**config.mk**
```make
export PLATFORM = sky130hd
export DESIGN_NAME = deadline_timer_queue
export DESIGN_NICKNAME = d
export VERILOG_FILES = /design/src/hw/rtl/dtq_pkg.sv /design/src/hw/rtl/dtq_cell.sv /design/src/hw/rtl/deadline_timer_queue.sv
export SDC_FILE = /design/constraint.sdc
export NUM_CORES = 2
export LEC_CHECK = 0
export BUFFER_PORTS_ARGS = -buffer_cell sky130_fd_sc_hd__buf_2
export CORE_UTILIZATION = 35
export CTS_CLUSTER_SIZE = 25
export DETAILED_ROUTE_END_ITERATION = 12
export GPL_ROUTABILITY_DRIVEN = 0
export PLACE_DENSITY_LB_ADDON = 0.1
export SKIP_LAST_GASP = 1
export SYNTH_ARGS = -nofsm -noshare
export SYNTH_HDL_FRONTEND = slang
export SYNTH_SLANG_ARGS = --single-unit
```
**constraint.sdc**
```tcl
create_clock -name clk -period 7.15 [get_ports clk]
set_clock_uncertainty 0.15 [all_clocks]
set_input_delay 1.0725 -clock clk [delete_from_list [all_inputs] [get_ports clk]]
set_output_delay 1.0725 -clock clk [all_outputs]
set_load 0.02 [all_outputs]
```
**src/hw/rtl/dtq_pkg.sv**
```systemverilog
// dtq_pkg: shared types, codes and default sizes for the deadline timer queue.
// Used by dtq_cell and deadline_timer_queue; depends on nothing.
package dtq_pkg;

	localparam int SLOTS_DEF       = 16;
	localparam int THREAD_BITS_DEF = 8;
	localparam int DEADLINE_W      = 64;

	localparam logic [1:0] FUNC_TICK   = 2'd0;
	localparam logic [1:0] FUNC_POST   = 2'd1;
	localparam logic [1:0] FUNC_CANCEL = 2'd2;

	localparam logic [2:0] ST_QUEUED      = 3'd0;
	localparam logic [2:0] ST_EXPIRED     = 3'd1;
	localparam logic [2:0] ST_FULL        = 3'd2;
	localparam logic [2:0] ST_CANCELLED   = 3'd3;
	localparam logic [2:0] ST_NOT_PENDING = 3'd4;
	localparam logic [2:0] ST_WOKEN       = 3'd5;
	localparam logic [2:0] ST_NO_WAKE     = 3'd6;

	typedef struct packed {
		logic [1:0]            func;
		logic [31:0]           amount;
		logic [DEADLINE_W-1:0] deadline;
		logic [3:0]            event_slot;
		logic [7:0]            thread_id;
	} cmd_t;

	typedef struct packed {
		logic [2:0]            status;
		logic [7:0]            thread_id_res;
		logic [3:0]            event_slot_res;
		logic [DEADLINE_W-1:0] uptime;
		logic                  last;
	} res_t;

	// one operation per cycle across the whole chain
	typedef struct packed {
		logic drain_shift;
		logic remove;
		logic insert;
	} cell_ctl_t;

endpackage

```
**src/hw/rtl/dtq_cell.sv**
```systemverilog
// dtq_cell: one entry of the sorted timer chain (deadline, slot, waiter).
// Depends on dtq_pkg; instantiated in a row by deadline_timer_queue.
module dtq_cell #(
	parameter int SLOT_W   = 4,
	parameter int THREAD_W = 8
) (
	input  logic                           clk,
	input  logic                           arst_n,
	input  dtq_pkg::cell_ctl_t             ctl,
	input  logic [dtq_pkg::DEADLINE_W-1:0] new_deadline,
	input  logic [SLOT_W-1:0]              new_slot,
	input  logic [THREAD_W-1:0]            new_waiter,
	input  logic                           left_valid,
	input  logic [dtq_pkg::DEADLINE_W-1:0] left_deadline,
	input  logic [SLOT_W-1:0]              left_slot,
	input  logic [THREAD_W-1:0]            left_waiter,
	input  logic                           right_valid,
	input  logic [dtq_pkg::DEADLINE_W-1:0] right_deadline,
	input  logic [SLOT_W-1:0]              right_slot,
	input  logic [THREAD_W-1:0]            right_waiter,
	input  logic                           seen_in,
	input  logic                           before_in,
	output logic                           valid,
	output logic [dtq_pkg::DEADLINE_W-1:0] deadline,
	output logic [SLOT_W-1:0]              slot,
	output logic [THREAD_W-1:0]            waiter,
	output logic                           seen_out,
	output logic                           before_out
);

	logic                           valid_q;
	logic [dtq_pkg::DEADLINE_W-1:0] deadline_q;
	logic [SLOT_W-1:0]              slot_q;
	logic [THREAD_W-1:0]            waiter_q;
	logic                           match;
	logic                           new_first;
	logic                           take_right;
	logic                           take_left;
	logic                           take_new;

	assign match     = valid_q && (slot_q == new_slot);
	// new key sorts ahead of this entry; an empty cell counts as infinity
	assign new_first = !valid_q || (new_deadline < deadline_q) ||
		((new_deadline == deadline_q) && (new_slot < slot_q));

	assign seen_out   = seen_in || match;
	assign before_out = new_first;

	assign take_right = ctl.drain_shift || (ctl.remove && (seen_in || match));
	assign take_left  = ctl.insert && before_in;
	assign take_new   = ctl.insert && !before_in && new_first;

	always_ff @(posedge clk or negedge arst_n) begin
		if (!arst_n) begin
			valid_q <= 1'b0;
		end else if (take_right) begin
			valid_q <= right_valid;
		end else if (take_left) begin
			valid_q <= left_valid;
		end else if (take_new) begin
			valid_q <= 1'b1;
		end
	end

	always_ff @(posedge clk) begin
		if (take_right) begin
			deadline_q <= right_deadline;
			slot_q     <= right_slot;
			waiter_q   <= right_waiter;
		end else if (take_left) begin
			deadline_q <= left_deadline;
			slot_q     <= left_slot;
			waiter_q   <= left_waiter;
		end else if (take_new) begin
			deadline_q <= new_deadline;
			slot_q     <= new_slot;
			waiter_q   <= new_waiter;
		end
	end

	assign valid    = valid_q;
	assign deadline = deadline_q;
	assign slot     = slot_q;
	assign waiter   = waiter_q;

endmodule

```
**src/hw/rtl/deadline_timer_queue.sv**
```systemverilog
// deadline_timer_queue: 64-bit uptime counter plus a sorted chain of timer cells.
// Depends on dtq_pkg and dtq_cell.
//
// A command is taken when start is high and busy is low. Pending timers sit in
// a row of cells kept sorted by deadline, then slot, with the earliest at the
// head. A cancel, or the unused function code, is finished in S_EXEC, and so is
// a post that expires at once or names a slot out of range. A post that queues
// goes through S_EXEC, which pulls out any old entry for the slot, then
// S_INSERT, which shifts the new entry into place. A tick adds to uptime in
// S_EXEC; in S_DRAIN due timers then leave the head of the chain at one per
// cycle, or one no-wake beat is given if none is due. Each result beat is
// shown on result for a single cycle with strobe high, starting the cycle after
// it is formed; the receiver cannot stall, so wakes arrive on back-to-back
// cycles and must be taken as they come.
module deadline_timer_queue #(
	parameter int SLOTS       = dtq_pkg::SLOTS_DEF,
	parameter int THREAD_BITS = dtq_pkg::THREAD_BITS_DEF
) (
	input  logic          clk,
	input  logic          arst_n,
	input  logic          start,
	output logic          busy,
	input  dtq_pkg::cmd_t cmd,
	output logic          strobe,
	output dtq_pkg::res_t result
);

	localparam int SLOT_W = $clog2(SLOTS);
	localparam int DL_W   = dtq_pkg::DEADLINE_W;

	typedef enum logic [3:0] {
		S_IDLE   = 4'b0001,
		S_EXEC   = 4'b0010,
		S_INSERT = 4'b0100,
		S_DRAIN  = 4'b1000
	} state_t;

	state_t             state_q, state_d;
	dtq_pkg::cmd_t      cmd_q;
	logic [DL_W-1:0]    uptime_q, uptime_d;
	logic               strobe_q, strobe_d;
	dtq_pkg::res_t      res_q, res_d;
	dtq_pkg::cell_ctl_t ctl;

	logic                ent_v  [SLOTS];
	logic [DL_W-1:0]     ent_dl [SLOTS];
	logic [SLOT_W-1:0]   ent_s  [SLOTS];
	logic [THREAD_BITS-1:0] ent_w [SLOTS];
	logic                seen   [SLOTS];
	logic                ahead  [SLOTS];

	logic                   l_v  [SLOTS];
	logic [DL_W-1:0]        l_dl [SLOTS];
	logic [SLOT_W-1:0]      l_s  [SLOTS];
	logic [THREAD_BITS-1:0] l_w  [SLOTS];
	logic                   r_v  [SLOTS];
	logic [DL_W-1:0]        r_dl [SLOTS];
	logic [SLOT_W-1:0]      r_s  [SLOTS];
	logic [THREAD_BITS-1:0] r_w  [SLOTS];
	logic                   s_in [SLOTS];
	logic                   b_in [SLOTS];

	logic [SLOT_W-1:0]      slot_idx;
	logic [THREAD_BITS-1:0] waiter_new;
	logic                   slot_ok;
	logic                   found;
	logic                   due0;
	logic                   due1;

	assign slot_idx   = SLOT_W'(cmd_q.event_slot);
	assign waiter_new = THREAD_BITS'(cmd_q.thread_id);
	assign slot_ok    = 32'(cmd_q.event_slot) < SLOTS;
	assign found      = seen[SLOTS-1];
	assign due0       = ent_v[0] && (ent_dl[0] <= uptime_q);
	assign due1       = ent_v[1] && (ent_dl[1] <= uptime_q);

	for (genvar i = 0; i < SLOTS; i++) begin : g_cell
		if (i == 0) begin : g_head
			assign l_v[i]  = 1'b0;
			assign l_dl[i] = '0;
			assign l_s[i]  = '0;
			assign l_w[i]  = '0;
			assign s_in[i] = 1'b0;
			assign b_in[i] = 1'b0;
		end else begin : g_mid
			assign l_v[i]  = ent_v[i-1];
			assign l_dl[i] = ent_dl[i-1];
			assign l_s[i]  = ent_s[i-1];
			assign l_w[i]  = ent_w[i-1];
			assign s_in[i] = seen[i-1];
			assign b_in[i] = ahead[i-1];
		end
		if (i == SLOTS - 1) begin : g_tail
			assign r_v[i]  = 1'b0;
			assign r_dl[i] = '0;
			assign r_s[i]  = '0;
			assign r_w[i]  = '0;
		end else begin : g_body
			assign r_v[i]  = ent_v[i+1];
			assign r_dl[i] = ent_dl[i+1];
			assign r_s[i]  = ent_s[i+1];
			assign r_w[i]  = ent_w[i+1];
		end

		dtq_cell #(
			.SLOT_W   (SLOT_W),
			.THREAD_W (THREAD_BITS)
		) u_cell (
			.clk            (clk),
			.arst_n         (arst_n),
			.ctl            (ctl),
			.new_deadline   (cmd_q.deadline),
			.new_slot       (slot_idx),
			.new_waiter     (waiter_new),
			.left_valid     (l_v[i]),
			.left_deadline  (l_dl[i]),
			.left_slot      (l_s[i]),
			.left_waiter    (l_w[i]),
			.right_valid    (r_v[i]),
			.right_deadline (r_dl[i]),
			.right_slot     (r_s[i]),
			.right_waiter   (r_w[i]),
			.seen_in        (s_in[i]),
			.before_in      (b_in[i]),
			.valid          (ent_v[i]),
			.deadline       (ent_dl[i]),
			.slot           (ent_s[i]),
			.waiter         (ent_w[i]),
			.seen_out       (seen[i]),
			.before_out     (ahead[i])
		);
	end

	always_comb begin
		state_d  = state_q;
		uptime_d = uptime_q;
		strobe_d = 1'b0;
		ctl      = '0;
		res_d.status         = dtq_pkg::ST_NO_WAKE;
		res_d.thread_id_res  = '0;
		res_d.event_slot_res = cmd_q.event_slot;
		res_d.uptime         = uptime_q;
		res_d.last           = 1'b1;
		case (state_q)
			S_IDLE: begin
				if (start) begin
					state_d = S_EXEC;
				end
			end
			S_EXEC: begin
				state_d = S_IDLE;
				case (cmd_q.func)
					dtq_pkg::FUNC_TICK: begin
						uptime_d = uptime_q + DL_W'(cmd_q.amount);
						state_d  = S_DRAIN;
					end
					dtq_pkg::FUNC_POST: begin
						if (!slot_ok) begin
							strobe_d     = 1'b1;
							res_d.status = dtq_pkg::ST_FULL;
						end else begin
							// drop any old entry for the slot first
							ctl.remove = 1'b1;
							if (cmd_q.deadline <= uptime_q) begin
								strobe_d     = 1'b1;
								res_d.status = dtq_pkg::ST_EXPIRED;
							end else begin
								state_d = S_INSERT;
							end
						end
					end
					dtq_pkg::FUNC_CANCEL: begin
						strobe_d   = 1'b1;
						ctl.remove = slot_ok;
						if (slot_ok && found) begin
							res_d.status = dtq_pkg::ST_CANCELLED;
						end else begin
							res_d.status = dtq_pkg::ST_NOT_PENDING;
						end
					end
					default: begin
						strobe_d             = 1'b1;
						res_d.event_slot_res = '0;
					end
				endcase
			end
			S_INSERT: begin
				ctl.insert   = 1'b1;
				strobe_d     = 1'b1;
				res_d.status = dtq_pkg::ST_QUEUED;
				state_d      = S_IDLE;
			end
			S_DRAIN: begin
				strobe_d = 1'b1;
				if (due0) begin
					// pop the head; stop once the next entry is not yet due
					ctl.drain_shift      = 1'b1;
					res_d.status         = dtq_pkg::ST_WOKEN;
					res_d.thread_id_res  = 8'(ent_w[0]);
					res_d.event_slot_res = 4'(ent_s[0]);
					res_d.last           = !due1;
					if (!due1) begin
						state_d = S_IDLE;
					end
				end else begin
					res_d.event_slot_res = '0;
					state_d              = S_IDLE;
				end
			end
			default: begin
				state_d = S_IDLE;
			end
		endcase
	end

	always_ff @(posedge clk or negedge arst_n) begin
		if (!arst_n) begin
			state_q  <= S_IDLE;
			strobe_q <= 1'b0;
			uptime_q <= '0;
		end else begin
			state_q  <= state_d;
			strobe_q <= strobe_d;
			uptime_q <= uptime_d;
		end
	end

	always_ff @(posedge clk) begin
		if (start && busy == 1'b0) begin
			cmd_q <= cmd;
		end
		res_q <= res_d;
	end

	assign busy   = (state_q != S_IDLE);
	assign strobe = strobe_q;
	assign result = res_q;

	// chain stays packed toward the head (checked on the first two cells)
	a_packed: assert property (@(posedge clk) disable iff (!arst_n)
		!ent_v[0] |-> !ent_v[1])
		else $error("timer chain has a hole at the head");

	// head never sorts after its neighbor
	a_sorted: assert property (@(posedge clk) disable iff (!arst_n)
		(ent_v[0] && ent_v[1]) |-> (ent_dl[0] <= ent_dl[1]))
		else $error("timer chain out of deadline order");

	// a result beat always comes from a working state
	a_strobe_src: assert property (@(posedge clk) disable iff (!arst_n)
		strobe |-> ($past(state_q) != S_IDLE))
		else $error("result beat without a command in flight");

	// wakes only come out of the drain
	a_wake_src: assert property (@(posedge clk) disable iff (!arst_n)
		(strobe && (result.status == dtq_pkg::ST_WOKEN)) |-> ($past(state_q) == S_DRAIN))
		else $error("wake beat outside the drain");

	// a beat marked last ends the command
	a_last_idle: assert property (@(posedge clk) disable iff (!arst_n)
		(strobe && result.last) |-> !busy)
		else $error("command still busy after its last beat");

endmodule

```
==> reports/metrics.csv <==
stage,metric,value,unit
timing,Slew headroom,0.130,
final_layout,most frequent cells in the layout,"ha_1, edfxtp_1, inv_1, a21oi_1, nand2_1",
final_layout,P&R area growth vs syn,12.4,%
synthesis,Main synth FF type,edfxtp_1,
worst_setup_path,Crit path depth,13,
final_layout,"commonest non-fill, non-tap cell in the layout",ha_1,
worst_setup_path,Crit Path Category,register to register,
synthesis,Syn Std Cell Area,0.103,mm2
synthesis,Netlist cell types,96,
timing,Setup TNS,0,ns
power_and_ir_drop,leak pwr,50.8,nW
placed_design,DP HPWL,275,mm
power_and_ir_drop,pwr/cell area,230,mW/mm2
global_routing,first-pass GRT wire length,530,mm
final_layout,share of cells above drive strength 1,0.0803,
routing,Final Routed Wirelength,357,mm
cts,clk root buf,clkbuf_16,
power_and_ir_drop,Sw Share,0.311,
worst_setup_path,reg2reg path depth,13,
synthesis,XOR/XNOR share of the synthesized area,0.00519,
synthesis,asr flop ratio synth,0.0570,
global_routing,grt ovf,0,
cts,CTS tree,built,
power_and_ir_drop,Peak supply drop,0.180,mV
min_path,Worst Hold Class,input pin to register,
timing,max-slew violation count,0,
cts,post-CTS setup buffers,0,
routing,DRT iter0 DRCs,7581,
power_and_ir_drop,Comb pwr share,0.214,
die,Core Area,0.292,mm2
worst_setup_path,Critical Path AT,6.09,ns
worst_setup_path,crit-path max FO,44,
global_routing,largest net degree at the start of global routing,155,
flow_run,max cap viols,0,
power_and_ir_drop,sequential share of power,0.404,
synthesis,mux cell area share after synthesis,0.0932,
min_path,cell count of the worst hold path,1,
synthesis,Synth Register Bits,1491,
worst_setup_path,crit start category,register,
placed_design,Port Buffers,194,
worst_setup_path,CP Cell Sequence,buf_4 -> buf_4 -> ha_1 -> nand4_1 -> nor3_1 -> nand4_1 -> o21ai_0 -> nand2_1 -> o31ai_4 -> buf_4 -> buf_4 -> mux2i_1 -> o21ai_0,
timing,maximum clock rate,177,MHz
cts,hold buffers post-CTS,1,
outcome,status,"finished, final reports clean",
timing,Final Hold Viols,0,
cts,"Reg clk slew, reported paths",0.06,ns
timing,"Setup violations, final",0,
timing,Tcrit/Tclk final,0.791,
worst_setup_path,Worst path top cell family by delay,buffers and inverters,
worst_setup_path,crit path max-delay cell type,buf_4,
synthesis,average cell area after synthesis,9.48,um2
synthesis,Mapped Cells,10900,
routing,Routed Antenna Nets,0,
cts,Sinks on Clock Net,1491,
die,Die X,544,um
worst_setup_path,crit-path max cell delay,0.76,ns
cts,maximum buffer depth of the clock tree,4,
worst_setup_path,CP endpoint kind,register,
cts,post-CTS sizing,0,
global_routing,initial antenna violation count,9,
die,Die Span Y,544,um
synthesis,Syn Nets,12300,
final_layout,"Design Area, Final",0.116,mm2
synthesis,sequential share of the synthesized area,0.416,
timing,Worst Max-Slew Pin Slew,1.29,ns
routing,first-pass detailed-route iteration total,6,
synthesis,Compound-Gate Fraction of Synth Area,0.140,
routing,drt drc,0,
placed_design,dpl cell area,0.109,mm2
power_and_ir_drop,P_sw,8.28,mW
power_and_ir_drop,clock share of power,0.381,
die,Die Footprint,0.296,mm2
worst_setup_path,Critical Path RT,7.58,ns
synthesis,Synth Area in Adders,0.160,
global_routing,Tot GR Track Use,0.235,
routing,vias per std cell,5.45,
synthesis,largest family of logic cells by synthesized area,adder cells,
synthesis,synth warn,0,
die,I/O pin count,195,
cts,H-tree levels,4,
synthesis,Synth Area in Simple Gates,0.119,
global_routing,number of global-route vias before repair,79200,
final_layout,fin nets,12400,
timing,RSZ-0062 raised after global routing,no,
worst_setup_path,CP most frequent cell,buf_4,
cts,CTS Buf Count,196,
timing,Hold WS,0.204,ns
cts,clock latency on the worst-skew pair,0.91,ns
die,Initial Util,0.353,
synthesis,Post-synth EDFFs,1250,
power_and_ir_drop,Internal,18.3,mW
routing,DR vias,81900,
timing,Final min period,5.65,ns
worst_setup_path,WP buf/inv,4,
routing,WL/cell,23.7,um
die,FP Rows,198,
==> state kept, by name (all words and copies together) (netlist names) <==
signal / flops
cmd_q: 98
g_cell.u_cell.waiter: 128
uptime_q: 64
g_cell.u_cell.slot: 64
waiter_new: 8
state_q: 4
g_cell.u_cell.deadline: 1024
result: 80
g_cell.u_cell.valid: 16
slot_idx: 4
strobe: 1
==> kinds of logic after synthesis <==
| logic type | count (synthesis) |
|---|---|
| mux | 948 |
| compound gates | 2546 |
| simple gates | 2765 |
| xor+xnor | 61 |
| flops | 1491 |
| buf+inv | 1722 |
| fa+ha+maj | 1317 |
==> power by group through the flow <==
stage          clock (mW)  combinational, mW  sequential (mW)
3_5_place_dp            0               5.67             10.9
6_report             10.1               5.70             10.8
5_1_grt              10.7               6.39             10.8
4_1_cts              10.4               5.69             10.7
2_1_floorplan           0               3.55             10.9
3_3_place_gp            0               5.51             10.9
==> cells in the mapped netlist, types with 94 or more instances <==
library cell	number	area, um2
buf_2	130	651
a21oi_1	1095	5480
ha_1	1316	16500
o21ai_0	778	3890
clkbuf_1	325	1220
nand3_1	244	1220
nor2_1	928	3480
a21o_1	109	818
o22ai_1	94	588
nand2_1	1015	3810
a31oi_1	100	626
edfxtp_1	1250	37500
inv_1	1181	4430
dfxtp_1	156	3120
mux2i_1	871	8720
nand4_1	234	1460
==> final timing paths <==
path	from	to	slack (ns)
worst max register to register	cmd_q[73]	g_cell[6].u_cell.deadline[6]	1.50
worst max-delay path	cmd_q[73]	g_cell[6].u_cell.deadline[6]	1.50
min in group asynchronous	arst_n	uptime_q[11]	0.59
max in group asynchronous	arst_n	uptime_q[51]	4.82
worst min-delay path	cmd[89]	cmd_q[89]	0.20
worst min register to register	uptime_q[52]	result[53]	0.22
==> stage by stage <==
step,power (mW),utilization,instances,setup WS [ns]
finish,26.6,0.397,15000,1.50
global route,27.9,0.397,15000,1.20
CTS,26.9,0.396,15000,1.38
detailed placement,16.6,0.374,14700,1.41
global placement,16.4,0.374,14700,1.07
floorplan,14.4,-,10900,0.359
==> routing by layer <==
metal,global-route usage,wire (um),up-vias
li1,-,-,39300
met1,0.352,176000,39800
met2,0.346,149000,2377
met3,0.0226,18300,438
met4,0.0885,13900,0
met5,0,0,-
==> layout make-up <==
class	instances	area, um2
multi-input cells	7637	53700
flip-flops and latches	1491	42800
fillers	29000	176000
clock inverters	76	756
inverters	1181	4440
well taps	3900	4880
diodes	23	57.6
repair buffers	447	3340
clock buffers	285	5720
No activity file was read; power rests on OpenSTA's default activity.
